===== config.mk =====
export PLATFORM = sky130hd
export DESIGN_NAME = numeric_char_ref_to_utf8
export DESIGN_NICKNAME = d
export VERILOG_FILES = /design/src/hdl/ncr_pkg.sv /design/src/hdl/ncr_front.sv /design/src/hdl/ncr_fifo.sv /design/src/hdl/ncr_back.sv /design/src/hdl/numeric_char_ref_to_utf8.sv
export SDC_FILE = /design/constraint.sdc
export NUM_CORES = 1
export LEC_CHECK = 0
export ABC_AREA = 0
export BUFFER_PORTS_ARGS = -buffer_cell sky130_fd_sc_hd__buf_2
export CAP_MARGIN = 5
export CORE_MARGIN = 8
export CORE_UTILIZATION = 50
export CTS_CLUSTER_SIZE = 12
export DETAILED_ROUTE_END_ITERATION = 12
export GPL_TIMING_DRIVEN = 0
export PLACE_DENSITY = 0.62
export SYNTH_ARGS = -nofsm -noshare
export SYNTH_HDL_FRONTEND = slang
export SYNTH_HIERARCHICAL = 1
export SYNTH_SLANG_ARGS = --single-unit

===== constraint.sdc =====
create_clock -name i_clk -period 5.8 [get_ports i_clk]
set_clock_uncertainty 0.2 [all_clocks]
set_input_delay 0.58 -clock i_clk [delete_from_list [all_inputs] [get_ports i_clk]]
set_output_delay 0.58 -clock i_clk [all_outputs]
set_load 0.05 [all_outputs]

===== src/hdl/ncr_pkg.sv =====
package ncr_pkg;

    localparam logic [20:0] MAX_CODE  = 21'h10FFFF;
    localparam logic [20:0] SAT_CODE  = 21'h110000;
    localparam logic [20:0] REPL_CODE = 21'h00FFFD;
    localparam logic [20:0] SURR_LO   = 21'h00D800;
    localparam logic [20:0] SURR_HI   = 21'h00DFFF;
    localparam logic [20:0] LIM_1B    = 21'h000080;
    localparam logic [20:0] LIM_2B    = 21'h000800;
    localparam logic [20:0] LIM_3B    = 21'h010000;

    localparam logic [1:0] ST_DECODED = 2'd0;
    localparam logic [1:0] ST_KEEP    = 2'd1;
    localparam logic [1:0] ST_NAMED   = 2'd2;

    localparam int QUEUE_DEPTH = 4;

    typedef struct packed {
        logic [1:0]  status;
        logic [20:0] code;
    } t_job;

    typedef struct packed {
        logic full;
        logic empty;
    } t_q_stat;

endpackage


===== src/hdl/ncr_front.sv =====
module ncr_front (
    input  logic           i_clk,
    input  logic           i_rst_n,
    input  logic           i_valid,
    output logic           o_ready,
    input  logic [7:0]     i_text_byte,
    input  logic           i_is_last,
    input  ncr_pkg::t_q_stat i_q_stat,
    output logic           o_push,
    output ncr_pkg::t_job  o_job
);

    localparam logic [7:0] CH_HASH = 8'h23;
    localparam logic [7:0] CH_0    = 8'h30;
    localparam logic [7:0] CH_9    = 8'h39;
    localparam logic [7:0] CH_UA   = 8'h41;
    localparam logic [7:0] CH_UF   = 8'h46;
    localparam logic [7:0] CH_LA   = 8'h61;
    localparam logic [7:0] CH_LF   = 8'h66;
    localparam logic [7:0] CH_UX   = 8'h58;
    localparam logic [7:0] CH_LX   = 8'h78;

    logic [1:0]  r_pos, n_pos;
    logic        r_numeric, n_numeric;
    logic        r_hex, n_hex;
    logic [20:0] r_code, n_code;
    logic        r_saw, n_saw;
    logic        r_bad, n_bad;

    logic        accept;
    logic        digit_ok;
    logic [3:0]  digit;
    logic [24:0] prod;
    logic [24:0] sum;
    logic [20:0] code_acc;
    logic [20:0] code_fix;
    logic        take;

    assign o_ready = !i_q_stat.full;
    assign accept  = i_valid && o_ready;

    always_comb begin
        digit_ok = 1'b0;
        digit    = 4'd0;
        if (i_text_byte inside {[CH_0:CH_9]}) begin
            digit_ok = 1'b1;
            digit    = i_text_byte[3:0];
        end else if (r_hex && (i_text_byte inside {[CH_LA:CH_LF], [CH_UA:CH_UF]})) begin
            digit_ok = 1'b1;
            digit    = i_text_byte[3:0] + 4'd9;
        end
    end

    always_comb begin
        if (r_hex) begin
            prod = {r_code, 4'b0000};
        end else begin
            prod = {1'b0, r_code, 3'b000} + {3'b000, r_code, 1'b0};
        end
        sum = prod + 25'(digit);
        code_acc = (sum > 25'(ncr_pkg::MAX_CODE)) ? ncr_pkg::SAT_CODE : sum[20:0];
    end

    always_comb begin
        if (r_code == 21'd0 || r_code > ncr_pkg::MAX_CODE ||
            (r_code >= ncr_pkg::SURR_LO && r_code <= ncr_pkg::SURR_HI)) begin
            code_fix = ncr_pkg::REPL_CODE;
        end else begin
            code_fix = r_code;
        end
    end

    always_comb begin
        o_push = accept && i_is_last;
        o_job.code = 21'd0;
        if (!(r_numeric && r_pos == 2'd3)) begin
            o_job.status = ncr_pkg::ST_NAMED;
        end else if (r_bad || !r_saw) begin
            o_job.status = ncr_pkg::ST_KEEP;
        end else begin
            o_job.status = ncr_pkg::ST_DECODED;
            o_job.code   = code_fix;
        end
    end

    always_comb begin
        n_pos     = r_pos;
        n_numeric = r_numeric;
        n_hex     = r_hex;
        n_code    = r_code;
        n_saw     = r_saw;
        n_bad     = r_bad;
        take      = 1'b0;
        if (accept) begin
            if (i_is_last) begin
                n_pos     = 2'd0;
                n_numeric = 1'b0;
                n_hex     = 1'b0;
                n_code    = 21'd0;
                n_saw     = 1'b0;
                n_bad     = 1'b0;
            end else begin
                case (r_pos)
                    2'd1: begin
                        n_numeric = (i_text_byte == CH_HASH);
                    end
                    2'd2: begin
                        if (r_numeric) begin
                            if (i_text_byte == CH_LX || i_text_byte == CH_UX) begin
                                n_hex = 1'b1;
                            end else begin
                                take = 1'b1;
                            end
                        end
                    end
                    2'd3: begin
                        take = r_numeric;
                    end
                    default: begin
                    end
                endcase
                if (take && !r_bad) begin
                    if (digit_ok) begin
                        n_code = code_acc;
                        n_saw  = 1'b1;
                    end else begin
                        n_bad = 1'b1;
                    end
                end
                if (r_pos != 2'd3) begin
                    n_pos = r_pos + 2'd1;
                end
            end
        end
    end

    always_ff @(posedge i_clk) begin
        if (!i_rst_n) begin
            r_pos     <= 2'd0;
            r_numeric <= 1'b0;
            r_hex     <= 1'b0;
            r_code    <= 21'd0;
            r_saw     <= 1'b0;
            r_bad     <= 1'b0;
        end else begin
            r_pos     <= n_pos;
            r_numeric <= n_numeric;
            r_hex     <= n_hex;
            r_code    <= n_code;
            r_saw     <= n_saw;
            r_bad     <= n_bad;
        end
    end

endmodule


===== src/hdl/ncr_fifo.sv =====
module ncr_fifo #(
    parameter int DEPTH = ncr_pkg::QUEUE_DEPTH
) (
    input  logic             i_clk,
    input  logic             i_rst_n,
    input  logic             i_push,
    input  ncr_pkg::t_job    i_job,
    input  logic             i_pop,
    output ncr_pkg::t_job    o_job,
    output ncr_pkg::t_q_stat o_stat
);

    localparam int PW = (DEPTH > 1) ? $clog2(DEPTH) : 1;

    ncr_pkg::t_job r_mem [DEPTH];
    logic [PW-1:0] r_wr, n_wr;
    logic [PW-1:0] r_rd, n_rd;
    logic [PW:0]   r_count, n_count;
    logic          do_push;
    logic          do_pop;

    assign o_stat.full  = (r_count == (PW+1)'(DEPTH));
    assign o_stat.empty = (r_count == '0);
    assign do_push = i_push && !o_stat.full;
    assign do_pop  = i_pop && !o_stat.empty;
    assign o_job   = r_mem[r_rd];

    always_comb begin
        n_wr    = r_wr;
        n_rd    = r_rd;
        n_count = r_count;
        if (do_push) begin
            n_wr = (r_wr == PW'(DEPTH - 1)) ? '0 : r_wr + PW'(1);
        end
        if (do_pop) begin
            n_rd = (r_rd == PW'(DEPTH - 1)) ? '0 : r_rd + PW'(1);
        end
        if (do_push && !do_pop) begin
            n_count = r_count + (PW+1)'(1);
        end else if (do_pop && !do_push) begin
            n_count = r_count - (PW+1)'(1);
        end
    end

    always_ff @(posedge i_clk) begin
        if (do_push) begin
            r_mem[r_wr] <= i_job;
        end
    end

    always_ff @(posedge i_clk) begin
        if (!i_rst_n) begin
            r_wr    <= '0;
            r_rd    <= '0;
            r_count <= '0;
        end else begin
            r_wr    <= n_wr;
            r_rd    <= n_rd;
            r_count <= n_count;
        end
    end

endmodule


===== src/hdl/ncr_back.sv =====
module ncr_back (
    input  logic          i_clk,
    input  logic          i_rst_n,
    input  ncr_pkg::t_job i_job,
    input  logic          i_empty,
    output logic          o_pop,
    output logic          o_valid,
    input  logic          i_ready,
    output logic [7:0]    o_utf8_byte,
    output logic [1:0]    o_status,
    output logic          o_final_byte
);

    logic          r_busy, n_busy;
    ncr_pkg::t_job r_job, n_job;
    logic [1:0]    r_len, n_len;
    logic [1:0]    r_idx, n_idx;
    logic [1:0]    len_in;
    logic [20:0]   cp;

    assign cp           = r_job.code;
    assign o_valid      = r_busy;
    assign o_status     = r_job.status;
    assign o_final_byte = (r_idx == r_len);
    assign o_pop        = !i_empty && (!r_busy || (i_ready && o_final_byte));

    always_comb begin
        if (i_job.status != ncr_pkg::ST_DECODED || i_job.code < ncr_pkg::LIM_1B) begin
            len_in = 2'd0;
        end else if (i_job.code < ncr_pkg::LIM_2B) begin
            len_in = 2'd1;
        end else if (i_job.code < ncr_pkg::LIM_3B) begin
            len_in = 2'd2;
        end else begin
            len_in = 2'd3;
        end
    end

    always_comb begin
        o_utf8_byte = 8'h00;
        if (r_job.status == ncr_pkg::ST_DECODED) begin
            case ({r_len, r_idx})
                4'b0000: o_utf8_byte = {1'b0, cp[6:0]};
                4'b0100: o_utf8_byte = {3'b110, cp[10:6]};
                4'b1000: o_utf8_byte = {4'b1110, cp[15:12]};
                4'b1100: o_utf8_byte = {5'b11110, cp[20:18]};
                4'b1101: o_utf8_byte = {2'b10, cp[17:12]};
                4'b1001, 4'b1110: o_utf8_byte = {2'b10, cp[11:6]};
                4'b0101, 4'b1010, 4'b1111: o_utf8_byte = {2'b10, cp[5:0]};
                default: o_utf8_byte = 8'h00;
            endcase
        end
    end

    always_comb begin
        n_busy = r_busy;
        n_job  = r_job;
        n_len  = r_len;
        n_idx  = r_idx;
        if (o_pop) begin
            n_busy = 1'b1;
            n_job  = i_job;
            n_len  = len_in;
            n_idx  = 2'd0;
        end else if (r_busy && i_ready) begin
            if (o_final_byte) begin
                n_busy = 1'b0;
                n_idx  = 2'd0;
            end else begin
                n_idx = r_idx + 2'd1;
            end
        end
    end

    always_ff @(posedge i_clk) begin
        r_job <= n_job;
        r_len <= n_len;
    end

    always_ff @(posedge i_clk) begin
        if (!i_rst_n) begin
            r_busy <= 1'b0;
            r_idx  <= 2'd0;
        end else begin
            r_busy <= n_busy;
            r_idx  <= n_idx;
        end
    end

endmodule


===== src/hdl/numeric_char_ref_to_utf8.sv =====
// Input: one text byte per cycle; the input stalls only while the job queue is full.
// The closing byte pushes the job into the queue; the encoder pops it into its job register when free.
// Output: one result word per cycle while i_ready is high, from a registered job, one to four words per reference.
// The job queue between the parser and the encoder holds Q_DEPTH finished references.
// Synchronous active-low reset clears the parser state, the queue and the encoder.
module numeric_char_ref_to_utf8 #(
    parameter int Q_DEPTH = ncr_pkg::QUEUE_DEPTH
) (
    input  logic       i_clk,
    input  logic       i_rst_n,
    input  logic       i_valid,
    output logic       o_ready,
    input  logic [7:0] i_text_byte,
    input  logic       i_is_last,
    output logic       o_valid,
    input  logic       i_ready,
    output logic [7:0] o_utf8_byte,
    output logic [1:0] o_status,
    output logic       o_final_byte
);

    logic             push;
    logic             pop;
    ncr_pkg::t_job    job_in;
    ncr_pkg::t_job    job_out;
    ncr_pkg::t_q_stat q_stat;

    ncr_front u_front (
        .i_clk       (i_clk),
        .i_rst_n     (i_rst_n),
        .i_valid     (i_valid),
        .o_ready     (o_ready),
        .i_text_byte (i_text_byte),
        .i_is_last   (i_is_last),
        .i_q_stat    (q_stat),
        .o_push      (push),
        .o_job       (job_in)
    );

    ncr_fifo #(
        .DEPTH (Q_DEPTH)
    ) u_fifo (
        .i_clk   (i_clk),
        .i_rst_n (i_rst_n),
        .i_push  (push),
        .i_job   (job_in),
        .i_pop   (pop),
        .o_job   (job_out),
        .o_stat  (q_stat)
    );

    ncr_back u_back (
        .i_clk        (i_clk),
        .i_rst_n      (i_rst_n),
        .i_job        (job_out),
        .i_empty      (q_stat.empty),
        .o_pop        (pop),
        .o_valid      (o_valid),
        .i_ready      (i_ready),
        .o_utf8_byte  (o_utf8_byte),
        .o_status     (o_status),
        .o_final_byte (o_final_byte)
    );

    a_no_push_full: assert property (@(posedge i_clk) disable iff (!i_rst_n)
        !(push && q_stat.full))
        else $error("job pushed into a full queue");

    a_no_pop_empty: assert property (@(posedge i_clk) disable iff (!i_rst_n)
        !(pop && q_stat.empty))
        else $error("job popped from an empty queue");

    a_status_word: assert property (@(posedge i_clk) disable iff (!i_rst_n)
        (o_valid && o_status != ncr_pkg::ST_DECODED) |-> (o_final_byte && o_utf8_byte == 8'h00))
        else $error("status word is not a single zero word");

    a_burst_continues: assert property (@(posedge i_clk) disable iff (!i_rst_n)
        (o_valid && i_ready && !o_final_byte) |=> o_valid)
        else $error("encoding burst broken before its final word");

endmodule

# After elaboration in Yosys (flattened, before gate mapping)
# Memories as Yosys holds them, arrays and structs flattened. A register that Yosys moved wholly into a read port is not among the register bits.
# Index checks and enable logic that the tools add are counted.
[classes]
addsub = 9
magnitude_cmp = 13
eq_ne = 21
muxes = 49
bitwise_logic = 1
reduce_logical = 55
[op_table]
columns = ["operator", "count"]
rows = [
  ["$mux 21", 7],
  ["$pmux 8 s7", 1],
  ["$eq 4x4->1 const B", 7],
  ["$mux 1", 26],
  ["$add 24x22->25", 1],
  ["$add 25x4->25", 1],
  ["$gt 25x21->1 const B", 1],
  ["$mux 25", 1],
  ["$reduce_bool 2->1", 12],
  ["$ge 21x16->1 const B", 1],
  ["$gt 21x21->1 const B", 1],
  ["$le 21x16->1 const B", 1],
  ["$logic_not 21->1", 1],
  ["$lt 21x12->1 const B", 1],
  ["$lt 21x17->1 const B", 1],
  ["$lt 21x8->1 const B", 1],
  ["$eq 8x7->1 const B", 2],
  ["$ge 8x7->1 const B", 2],
  ["$le 8x7->1 const B", 2],
  ["$logic_and 1x1->1", 16],
  ["$mux 2", 8],
  ["$add 2x1->2 const B", 4],
  ["$eq 2x2->1 const B", 4],
  ["$eq 4x3->1 const B", 2],
  ["other kinds (25)", 44],
]
[word_totals]
regBits = 62
ram_bits = 92
in_bits = 13
out_inout_bits = 13
wordCells = 164
n_memories = 1
[mem_list]
columns = ["memory", "depth", "width", "read_ports", "rd_ports_with_merged_regs", "wr", "line_no", "rtl"]
rows = [
  ["u_fifo.r_mem", 4, 23, 1, 1, 1, "ncr_fifo.sv:15", "ncr_pkg::t_job r_mem [DEPTH];"],
]

# Depth between registers and ports, before layout
# Gate-level depths: netlist of the first run.
[logic_depth]
depth_word = 12
depth_mapped = 19
ltp_nobuf = 19

# Modules after synthesis
# Netlist of the first run, hierarchy kept.
[modules_own_cells]
columns = ["module", "n_inst", "cells_each", "area_per_inst_um2", "seq_area_each_um2"]
rows = [
  ["ncr_front", 1, 504, 3890.0, 540.5],
  ["ncr_fifo", 1, 171, 3829.9, 2942.8],
  ["ncr_back", 1, 124, 1501.4, 810.8],
]

# Worst setup path after synthesis of the first run
# Ideal clock, no wire load.
[synth_timing]
kind = "input to register"
from = "in i_text_byte[0]"
to = "reg u_front.r_code[10]"
setup_time_ns = 0.083
t_arrival_ns = 3.997
t_required_ns = 5.517
path_slack_ns = 1.520
stages = 19
path_buffers = 1
cell_sequence = "inv_1 ha_1 inv_1 o311ai_0 nor2_1 a21o_1 a22o_1 ha_1 a21o_1 a21oi_1 nor3_1 nand2_1 nor3_4 nor4b_2 nand4b_1 o311ai_4 o211ai_4 buf_6 o31ai_4"
[synth_between]
elab_chain_cells = 12
word_cells_on_any_way = 34
cone_classes = "add/sub (2); order compare (7); eq/ne (2); mux (13); reduce/logical (10)"
[synth_rtl]
columns = ["element", "line_no", "rtl"]
rows = [
  ["start: declaration", "numeric_char_ref_to_utf8.sv:13", "input logic [7:0] i_text_byte,"],
  ["$ge 8x7->1 / $le 8x7->1 (equally long branches)", "ncr_front.sv:48", "end else if (r_hex && (i_text_byte inside {[CH_LA:CH_LF], [CH_UA:CH_UF]})) begin"],
  ["$logic_and 1x1->1", "ncr_front.sv:48", ""],
  ["$reduce_bool 2->1", "ncr_front.sv:48", ""],
  ["$logic_and 1x1->1", "ncr_front.sv:48", ""],
  ["$mux 4", "ncr_front.sv:48", ""],
  ["$mux 4", "ncr_front.sv:45", "if (i_text_byte inside {[CH_0:CH_9]}) begin"],
  ["$add 25x4->25", "ncr_front.sv:60", "sum = prod + 25'(digit);"],
  ["$gt 25x21->1", "ncr_front.sv:61", "code_acc = (sum > 25'(ncr_pkg::MAX_CODE)) ? ncr_pkg::SAT_CODE : sum[20:0];"],
  ["$mux 21", "ncr_front.sv:61", ""],
  ["$mux 21", "ncr_front.sv:123", "if (digit_ok) begin"],
  ["$mux 21", "ncr_front.sv:122", "if (take && !r_bad) begin"],
  ["$mux 21", "ncr_front.sv:95", "if (i_is_last) begin"],
  ["end signal: assignment", "ncr_front.sv:149", "r_code <= n_code;"],
  ["end: declaration", "ncr_front.sv:26", "logic [20:0] r_code, n_code;"],
]
# Several ways; a longest one is shown, not always the timed one. The select of a mux whose other input is x is not followed.
# A chain may end at the register's enable or synchronous reset.

# Final worst setup path of the first run
[layout_timing]
from = "reg u_front.r_hex"
to = "reg u_front.r_code[19]"
[layout_between]
elab_chain_cells = 9
word_cells_on_any_way = 14
cone_classes = "add/sub (1); order compare (1); mux (9); reduce/logical (3)"
[layout_rtl]
columns = ["element", "line_no", "rtl"]
rows = [
  ["start: declaration", "ncr_front.sv:25", "logic r_hex, n_hex;"],
  ["start signal: assignment", "ncr_front.sv:148", "r_hex <= n_hex;"],
  ["$logic_and 1x1->1", "ncr_front.sv:48", ""],
  ["$mux 4", "ncr_front.sv:48", ""],
  ["$mux 4", "ncr_front.sv:45", ""],
  ["$add 25x4->25", "ncr_front.sv:60", ""],
  ["$gt 25x21->1", "ncr_front.sv:61", ""],
  ["$mux 21", "ncr_front.sv:61", ""],
  ["$mux 21", "ncr_front.sv:123", ""],
  ["$mux 21", "ncr_front.sv:122", ""],
  ["$mux 21", "ncr_front.sv:95", ""],
]
# Several ways; a longest one is shown, not always the timed one. The select of a mux whose other input is x is not followed.

==> impl_metrics.csv, run 1 <==
group,metric,value,unit
grt,grt_max_degree,24,
die,chipWidth,152,um
timing,setup-tns-final,0,ns
cts,cts_made_buffers,17,
hold_path,hp-start,"u_front/r_bad$_SDFFE_PN0P_",
cts,insertion_delay,0.43,ns
setup_path,start_kind,"flop",
setup_path,r2r_slack,1.14,ns
cts,postCtsSetupRepairBufs,0,
grt,antenna_found_initial,0,
finish,fin_area,0.0102,mm^2
timing,finalSetupViolCount,0,
synth,synth-seq-cells,156,
synth,syn_area,0.00922,mm^2
power,ir_worst_vdd,0.288,mV
finish,insertedDiodeCount,0,
route,routed_wl,22200,um
cts,cts-root-buf,"clkbuf_16",
hold_path,holdPathEnd,"u_front/r_bad$_SDFFE_PN0P_",
synth,synthArstFlopShare,0,
outcome,status,"finished, final reports clean",
grt,overflow,0,
die,die_h,152,um
timing,hold_viol_final,0,
hold_path,min_path_type,"reg -> reg",
timing,post-route-period-util,0.804,
finish,fin_nets,897,
route,ant_nets,0,
setup_path,worst-endpoint-required,5.90,ns
setup_path,worst-setup-path-type,"reg -> reg",
synth,synth_edf_count,117,
place,place.gp.congestion,0.900,
die,ios,26,
synth,yosysSeqAreaShare,0.466,
finish,mostFrequentLayoutCell,"edfxtp_1",
place,place.port_buffers,24,
synth,yosysWarningCount,6,
timing,worstMarginPinSlew,1.28,ns
synth,synth.distinct_cells,100,
grt,grtUsageTotal,0.192,
timing,finalMaxSlewViolations,0,
cts,htree_levels,4,
route,drt_first_pass_iters,5,
place,placed_area,0.00965,mm^2
power,p_leak,3.60,nW
setup_path,slowest_delay,0.53,ns
cts,cts.hold.buffers_added,0,
cts,cts_buffer_depth,2,
cts,postCtsResizedCells,0,
synth,synth_top_area_share,0.381,
route,post_drt_wl_per_cell,20.4,um
timing,max_freq,214,MHz
setup_path,path_cells,"clkbuf_8 -> clkbuf_8 -> o311ai_0 -> nor2_1 -> a21o_1 -> a22o_1 -> inv_1 -> fa_1 -> nor2b_1 -> o21bai_1 -> nor2_1 -> nand2_1 -> nor3_1 -> nand2_2 -> o311ai_4 -> o211ai_4 -> o31ai_1",
setup_path,reg2reg_from,"u_front/r_hex$_SDFFE_PN0P_",
route,viasPerCell,6.15,
setup_path,r2r_end,"u_front/r_code[19]$_SDFFE_PN0P_",
cts,cts_sinks,156,
timing,relSlewSlack,0.149,
setup_path,cp.arrival,4.77,ns
synth,synth_top_area_cell,"edfxtp_1",
cts,path_clk_slew,0.06,ns
setup_path,reg2reg_depth,17,
route,dr_total_vias,6675,
die,initial_core_util,0.512,
hold_path,holdPathStages,2,
setup_path,worstSetupEndpointType,"flop",
route,route.detailed.drc,0,
finish,layout_common_cells,"edfxtp_1 (117), nand2_1 (71), a21oi_1 (41)",
route,drtIter0Drc,486,
finish,drive_gt1_frac,0.175,
timing,rsz0062_at_grt,"no",
place,dp_hpwl,16500,um
power,power.density,321,mW/mm^2
job,cap_violations,0,
setup_path,path_max_fanout,10,
die,die_area,0.0230,mm^2
synth,synth_cells,799,
synth,avgSynthCellArea,11.5,um^2
setup_path,crit_slowest_cell,"dfxtp_1",
die,num_rows,49,
die,core_area,0.0180,mm^2
timing,period_minus_slack,4.66,ns
grt,grt_pass1_vias,6626,
finish,syn_to_final_growth,10.5,%
grt,grt_first_pass_wirelength,35600,um
synth,synth_ff_type,"edfxtp_1",
synth,syn_nets,853,
cts,cts_tree,"done",
synth,synthTopCellsByArea,"edfxtp_1 (38%), dfxtp_1 (8.5%), ha_1 (5.2%), mux4_2 (5.1%), nand2_1 (2.9%)",
metal layers:
metal | part of all wire | wire length, um | GRT usage
met2 | 0.51 | 11200 | 0.335
met4 | 0.032 | 710 | 0.0844
met3 | 0.038 | 848 | 0.0299
met5 | 0 | 0 | 0
met1 | 0.42 | 9400 | 0.230
cell usage after synthesis, types with 5 or more instances:
master and n:
a211oi_1 5, a211oi_2 5, a21boi_0 7, a21o_1 12
a21oi_1 41, a221oi_1 9, a22o_1 9, and2_1 14
and3_1 6, buf_2 7, clkbuf_1 13, clkbuf_8 5
dfxtp_1 39, edfxtp_1 117, ha_1 38, inv_1 28
mux2i_1 16, mux4_2 21, nand2_1 71, nand3_1 17
nand4_1 14, nor2_1 40, nor2b_1 20, nor3_1 16
nor3b_1 7, nor4_1 7, o211ai_1 5, o21a_1 19
o21ai_0 31, o31ai_1 12, o31ai_2 6, xnor2_1 17
xor2_1 12
registers in the layout, indices dropped and copies added, names as in the netlist, 3 cells and up, named ones only:
register        flops
u_fifo/r_mem       92
u_back/cp          21
u_fifo/r_count      3
u_front/r_code     21
kinds of logic (layout without fill, tap and decap cells):
| group | after synthesis | after routing | synth area share |
|---|---|---|---|
| compound gates | 211 | 211 | 0.175 |
| simple gates | 256 | 256 | 0.153 |
| flops | 156 | 156 | 0.466 |
| buf+inv | 65 | 122 | 0.0421 |
| mux | 41 | 41 | 0.0780 |
| fa+ha+maj | 41 | 41 | 0.0581 |
| xor+xnor | 29 | 29 | 0.0275 |
stage by stage:
stage	setup WS [ns]	utilization	power (mW)	std cells	hold WS, ns
6_report	1.14	0.565	3.27	1085	0.288
5_1_grt	0.640	0.565	3.42	1085	0.281
4_1_cts	1.07	0.565	3.30	1085	0.280
3_5_place_dp	0.759	0.535	2.27	1053	0.279
3_3_place_gp	0.823	0.534	2.23	1052	0.277
2_1_floorplan	1.52	-	2.07	799	0.252
worst max-delay path by stage:
stage | start | to | slack, ns
final | u_front/r_hex$_SDFFE_PN0P_ | u_front/r_code[19]$_SDFFE_PN0P_ | 1.14
after global routing | u_front/r_hex$_SDFFE_PN0P_ | u_front/r_code[13]$_SDFFE_PN0P_ | 0.64
after CTS | u_front/r_hex$_SDFFE_PN0P_ | u_front/r_code[19]$_SDFFE_PN0P_ | 1.07
after detailed placement | i_text_byte[0] | u_front/r_code[19]$_SDFFE_PN0P_ | 0.76
after global placement | i_text_byte[0] | u_front/r_code[19]$_SDFFE_PN0P_ | 0.82
after floorplan | i_text_byte[0] | u_front/r_code[10]$_SDFFE_PN0P_ | 1.52
critical path, delay by kind of cell, from the launching register on:
kind	cells	cell delay (ns)
compound gates	7	1.55
fa+ha+maj	1	0.45
buf+inv	3	0.51
flops	1	0.53
simple gates	6	1.29
power by group:
part | switching [mW] | total (mW) | internal (mW)
Sequential | 0.0851 | 1.48 | 1.39
Combinational | 0.420 | 0.765 | 0.345
Clock | 0.445 | 1.03 | 0.587
area by class of cell:
type	instances	area, um^2
Buffer	37	283
Fill cell	1540	7830
Clock inverter	14	118
Tap cell	229	287
Timing Repair Buffer	25	135
Sequential cell	156	4290
Inverter	28	105
Multi-Input combinational cell	578	4540
Clock buffer	18	429
Power figures use the tool's default switching activity.
==> run 2: changes to the inputs <==
==> constraint.sdc (replaced) <==
create_clock -name i_clk -period 4.4 [get_ports i_clk]
set_clock_uncertainty 0.2 [all_clocks]
set_input_delay 0.44 -clock i_clk [delete_from_list [all_inputs] [get_ports i_clk]]
set_output_delay 0.44 -clock i_clk [all_outputs]
set_load 0.05 [all_outputs]
==> run 2 against run 1 <==
  * Design area grew 2.1%
  * Clock power rose by 32%
  * Sequential power grew 32%
  * Power increased by 32%
  * Final cell count grew 1.0%
  * Sequential share of layout area down 0.82 points
  * Critical path type unchanged
  * Maximum frequency grew 11%
  * First-iteration DRC count increased by 17%
  * Register-to-register slack got worse by 0.93 ns
  * Wire length grew 0.96%
  * Global-route usage grew 0.061 points
  * Critical path depth decreased by 4
==> impl_metrics.csv, run 2 (synthesized netlist as in run 1, its figures left out) <==
group,metric,value,unit
outcome,status,"finished, final reports clean",
grt,overflow,0,
die,core_area,0.0180,mm^2
grt,grt_pass1_vias,6642,
place,dp_hpwl,16500,um
hold_path,holdPathStages,2,
die,chipWidth,152,um
finish,n_fill_cell,1505,
cts,cts-root-buf,"clkbuf_16",
finish,final_util,0.577,
cts,insertion_delay,0.43,ns
timing,relSlewSlack,0.149,
timing,finalMaxSlewViolations,0,
finish,insertedDiodeCount,0,
route,dr_total_vias,6762,
timing,post-route-period-util,0.952,
finish,fin_area,0.0104,mm^2
job,cap_violations,0,
place,placed_cells,1053,
setup_path,slowest_delay,0.46,ns
timing,finalSetupViolCount,0,
route,drt_first_pass_iters,5,
cts,cts_made_buffers,17,
cts,htree_levels,4,
finish,fin_nets,908,
cts,cts_buffer_depth,2,
finish,fin_cells,1096,
setup_path,reg2reg_depth,13,
power,power.density,415,mW/mm^2
setup_path,r2r_slack,0.21,ns
grt,grtUsageTotal,0.193,
setup_path,crit_slowest_cell,"fa_1",
timing,period_minus_slack,4.19,ns
die,num_rows,49,
setup_path,cp.arrival,4.33,ns
cts,cts.hold.buffers_added,0,
grt,grt_first_pass_wirelength,35700,um
cts,cts_tree,"done",
die,die_area,0.0230,mm^2
cts,path_clk_slew,0.06,ns
die,die_h,152,um
timing,hold_viol_final,0,
finish,seqCellArea,0.00430,mm^2
timing,max_freq,239,MHz
finish,largest_reg_flops,92,
route,route.detailed.drc,0,
place,place.port_buffers,24,
route,drtIter0Drc,571,
route,post_drt_wl_per_cell,20.4,um
route,routed_wl,22400,um
timing,worst_slack,0.210,ns
die,ios,26,
finish,layout_common_cells,"edfxtp_1 (117), nand2_1 (70), nor2_1 (39), a21oi_1 (39)",
finish,regMostFlops,"u_fifo/r_mem",
finish,syn_to_final_growth,12.8,%
timing,worstMarginPinSlew,1.28,ns
grt,antenna_found_initial,0,
power,p_leak,3.71,nW
grt,grt_max_degree,24,
finish,multi_input_area,0.00464,mm^2
setup_path,worst-setup-path-type,"reg -> reg",
setup_path,start_kind,"flop",
finish,drive_gt1_frac,0.202,
setup_path,worst-endpoint-required,4.54,ns
setup_path,path_max_fanout,6,
finish,mostFrequentLayoutCell,"edfxtp_1",
setup_path,worstSetupEndpointType,"flop",
setup_path,path_cells,"ha_1 -> fa_1 -> a211oi_4 -> or4b_2 -> o211ai_1 -> a211o_2 -> nor3_4 -> nor4b_4 -> nand4b_1 -> o311ai_4 -> o211ai_4 -> buf_12 -> o31ai_2",
route,viasPerCell,6.17,
place,pre_cts_ws,-0.501,ns
die,initial_core_util,0.512,
cts,cts_sinks,156,
place,placed_area,0.00965,mm^2
place,place.gp.congestion,0.900,
power,ir_worst_vdd,0.379,mV
route,ant_nets,0,
hold_path,min_path_type,"in -> reg",
## run 2: area by class of cell
cell class / instances / area share
Multi-Input combinational cell: 578 / 0.446
Sequential cell: 156 / 0.413
Clock buffer: 18 / 0.0413
Timing Repair Buffer: 37 / 0.0245
Tap cell: 229 / 0.0275
Buffer: 36 / 0.0263
Inverter: 28 / 0.0101
Clock inverter: 14 / 0.0113
## run 2: through the flow
step / TNS [ns] / hold WS, ns / power (mW)
CTS: 0 / 0.140 / 4.35
detailed placement: -7.91 / 0.279 / 2.99
global placement: -6.68 / 0.277 / 2.94
global route: -0.399 / 0.141 / 4.51
finish: 0 / 0.152 / 4.31
floorplan: 0 / 0.252 / 2.73
## run 2: per-layer routing
metal	wire, um	track usage	part of all wire	vias up
met1	9540	0.230	0.43	3360
met3	751	0.0299	0.034	42
li1	-	-	-	3202
met4	660	0.0844	0.030	0
met5	0	0	0	-
met2	11400	0.337	0.51	158
## run 2: worst paths after layout
| check | start | end |
|---|---|---|
| max | u_front/r_code[0]$_SDFFE_PN0P_ | u_front/r_code[7]$_SDFFE_PN0P_ |
| min | i_rst_n | u_back/o_valid$_SDFFE_PN0P_ |
| max reg2reg | u_front/r_code[0]$_SDFFE_PN0P_ | u_front/r_code[7]$_SDFFE_PN0P_ |
| min reg2reg | u_front/r_bad$_SDFFE_PN0P_ | u_front/r_bad$_SDFFE_PN0P_ |
## run 2: report_power, final
part	switching [mW]	leakage [nW]	internal, mW
Clock	0.586	0.248	0.774
Combinational	0.553	2.12	0.455
Sequential	0.112	1.35	1.83
## run 2: repair_timing
action,in CTS,in global routing
resized for setup,4,19
setup buffers,2,9
pin swaps,1,9
setup endpoints to repair,20,21
gates cloned,0,1
## run 2: worst max-delay path: cells and delay by family, from the launching register on
family / cells / cell delay, ns
buffers and inverters: 1 / 0.18
AND/OR/NAND/NOR: 4 / 0.93
flip-flops: 1 / 0.38
adder cells (fa/ha/maj): 2 / 0.74
AO/OA/AOI/OAI: 6 / 1.67
==> run 3: changes to the inputs <==
--- a/config.mk
+++ b/config.mk
@@ -16,5 +16,4 @@
 export PLACE_DENSITY = 0.62
 export SYNTH_ARGS = -nofsm -noshare
 export SYNTH_HDL_FRONTEND = slang
-export SYNTH_HIERARCHICAL = 1
 export SYNTH_SLANG_ARGS = --single-unit
==> run 3 against run 2 <==
  * Maximum frequency shrank 11%
  * Register-to-register slack lost 0.52 ns
  * Area after synthesis shrank 8.2%
  * Core utilization grew 1.1 points
  * Sequential share of layout area grew 2.8 points
  * Clock power is essentially flat
  * Worst hold slack lost 0.011 ns
  * Non-clock buffer count shrank 1
  * Power shrank 3.9%
  * The flow now finishes with violations (negative setup slack)
  * Design area shrank 6.3%
  * Count of clock-buffer cells in the layout grew 1
==> impl_metrics.csv, run 3 <==
group,metric,value,unit
route,routed_wl,20500,um
synth,synth-seq-cells,156,
synth,yosysSeqAreaShare,0.507,
synth,synth_top_area_cell,"edfxtp_1",
place,placed_area,0.00892,mm^2
cts,cts_buffer_depth,2,
finish,seqCellArea,0.00430,mm^2
setup_path,r2r_end,"u_front.r_code[17]$_SDFFE_PN0P_",
finish,fin_cells,1017,
finish,layout_common_cells,"edfxtp_1 (117), nand2_1 (46), a21oi_1 (46)",
timing,max_freq,212,MHz
outcome,violations,"negative setup slack",
die,core_area,0.0166,mm^2
synth,yosysMostFrequentCell,"edfxtp_1",
finish,insertedDiodeCount,0,
timing,setup-tns-final,-5.77,ns
grt,grt_pass1_vias,6223,
grt,grt_max_degree,27,
power,finalPower,4.15,mW
cts,cts_sinks,156,
finish,fin_nets,839,
cts,htree_levels,4,
synth,synth_ff_type,"edfxtp_1",
synth,yosysWarningCount,0,
setup_path,start_kind,"input port",
setup_path,worst-endpoint-required,4.57,ns
outcome,status,"finished, violations left",
hold_path,min_path_type,"in -> reg",
grt,overflow,0,
route,drt_first_pass_iters,5,
setup_path,path_max_fanout,5,
place,pre_cts_ws,-1.20,ns
timing,period_minus_slack,4.73,ns
cts,path_clk_slew,0.07,ns
grt,antenna_found_initial,0,
die,initial_core_util,0.511,
timing,rsz0062_at_grt,"yes",
synth,synth_top_area_share,0.415,
finish,drive_gt1_frac,0.191,
finish,mostFrequentLayoutCell,"edfxtp_1",
synth,synthTopCellsByArea,"edfxtp_1 (41%), dfxtp_1 (9.2%), mux4_2 (6.1%), ha_1 (5.8%), a21oi_1 (2.9%)",
place,place.gp.congestion,0.909,
die,die_h,146,um
route,post_drt_wl_per_cell,20.1,um
route,viasPerCell,6.08,
synth,synth.distinct_cells,75,
power,ir_worst_vdd,0.299,mV
cts,cts-root-buf,"clkbuf_16",
setup_path,reg2reg_depth,14,
finish,syn_to_final_growth,15.1,%
timing,hold_viol_final,0,
die,ios,26,
synth,synth_cells,723,
finish,largest_reg_flops,92,
power,p_leak,3.47,nW
timing,post-route-period-util,1.07,
setup_path,worst-setup-path-type,"in -> reg",
route,ant_nets,0,
cts,insertion_delay,0.43,ns
grt,grtUsageTotal,0.195,
power,power.density,425,mW/mm^2
synth,synthArstFlopShare,0,
timing,worstMarginPinSlew,1.21,ns
cts,cts_made_buffers,17,
route,drtIter0Drc,371,
die,die_area,0.0214,mm^2
timing,finalSetupViolCount,20,
finish,fin_area,0.00975,mm^2
place,place.port_buffers,25,
hold_path,holdPathEnd,"u_back.o_valid$_SDFFE_PN0P_",
timing,relSlewSlack,0.192,
grt,grt_first_pass_wirelength,33000,um
die,chipWidth,146,um
finish,multi_input_area,0.00408,mm^2
place,placed_cells,968,
hold_path,hp-start,"i_ready",
die,num_rows,47,
setup_path,cp.arrival,4.89,ns
timing,finalMaxSlewViolations,0,
synth,synth_edf_count,117,
setup_path,reg2reg_from,"u_front.r_code[0]$_SDFFE_PN0P_",
synth,syn_nets,778,
route,dr_total_vias,6180,
timing,worst_slack,-0.325,ns
synth,avgSynthCellArea,11.7,um^2
route,route.detailed.drc,0,
hold_path,holdPathStages,4,
cts,cts.hold.buffers_added,0,
synth,netlist_top_cells_count,"edfxtp_1 (117), a21oi_1 (49), nand2_1 (46), nor2_1 (42)",
finish,regMostFlops,"u_fifo.r_mem",
setup_path,r2r_slack,-0.31,ns
cts,cts_tree,"done",
synth,syn_area,0.00847,mm^2
setup_path,worstSetupEndpointType,"flop",
place,dp_hpwl,14700,um
job,cap_violations,0,
finish,n_fill_cell,1370,
[run 3: cell types whose count changed after synthesis, moves of 6 or more]
cell,change
nand2_1,-25
a22o_1,+19
o21ai_0,-12
clkbuf_1,+10
a21oi_1,+8
mux2i_1,-8
o31ai_1,-8
a221oi_1,-7
o31ai_2,-6
[run 3: cell families after synthesis]
| group | share of synthesized area |
|---|---|
| buffers and inverters | 0.0267 |
| xor gates and xnor gates | 0.0279 |
| and+or+nand+nor | 0.132 |
| DFF | 0.507 |
| muxes | 0.0733 |
| AOI/OAI and AO/OA | 0.168 |
| adders and majority gates | 0.0647 |
[run 3: worst max path at each step]
stage / start / end / slack [ns] / depth (start not counted)
detailed placement: u_front.r_hex$_SDFFE_PN0P_ / u_front.r_code[17]$_SDFFE_PN0P_ / -1.20 / 17
finish: i_text_byte[0] / u_front.r_code[17]$_SDFFE_PN0P_ / -0.33 / 20
floorplan: u_front.r_hex$_SDFFE_PN0P_ / u_front.r_code[14]$_SDFFE_PN0P_ / -0.43 / 19
global route: u_front.r_code[0]$_SDFFE_PN0P_ / u_front.r_code[13]$_SDFFE_PN0P_ / -0.46 / 14
CTS: u_front.r_hex$_SDFFE_PN0P_ / u_front.r_code[17]$_SDFFE_PN0P_ / -0.38 / 20
global placement: u_front.r_hex$_SDFFE_PN0P_ / u_front.r_code[9]$_SDFFE_PN0P_ / -1.16 / 17
[run 3: cell type report]
cell class / count / area share
Buffer: 28 / 0.0146
Timing Repair Buffer: 44 / 0.0293
Multi-Input combinational cell: 510 / 0.419
Inverter: 27 / 0.0108
Clock inverter: 13 / 0.0109
Tap cell: 220 / 0.0282
Sequential cell: 156 / 0.441
Clock buffer: 19 / 0.0466
[run 3: per-stage QoR]
stage	utilization	hold WS [ns]
floorplan	-	0.248
CTS	0.586	0.130
global route	0.588	0.136
detailed placement	0.538	0.272
finish	0.588	0.141
global placement	0.538	0.263
[run 3: critical path: stages]
cell	delay [ns]
buf_2	0.13
inv_1	0.08
ha_1	0.20
o21ai_0	0.31
a311oi_4	0.15
a21o_1	0.18
a22o_1	0.23
buf_4	0.14
ha_1	0.26
a21o_1	0.10
a21oi_1	0.10
nor3_2	0.15
or3b_4	0.41
or4b_4	0.53
or3_1	0.38
a211o_1	0.35
a2111oi_4	0.32
buf_6	0.19
buf_6	0.13
a22o_1	0.12
[run 3: where the power goes]
| part | total (mW) | leakage (nW) | internal, mW | switching (mW) |
|---|---|---|---|---|
| clock network | 1.37 | 0.282 | 0.769 | 0.604 |
| registers | 1.91 | 1.32 | 1.82 | 0.0942 |
| logic | 0.861 | 1.86 | 0.333 | 0.528 |
| total | 4.15 | 3.47 | 2.92 | 1.23 |
[run 3: routing by layer]
layer  GRT usage  vias to the layer above  wire length (um)
met1       0.226                     3076              8710
li1            -                     2926                 -
met5           0                        -                 0
met3      0.0352                       38               668
met4      0.0829                        0               546
met2       0.346                      140             10600
[run 3: timing repair]
| item | 4_1_cts | 5_1_grt |
|---|---|---|
| cloned | 1 | 0 |
| buffers inserted | 14 | 5 |
| setup endpoints to repair | 21 | 21 |
| pin swaps | 23 | 17 |
| resized for setup | 29 | 14 |
| endpoints found under the hold margin | 0 | 0 |
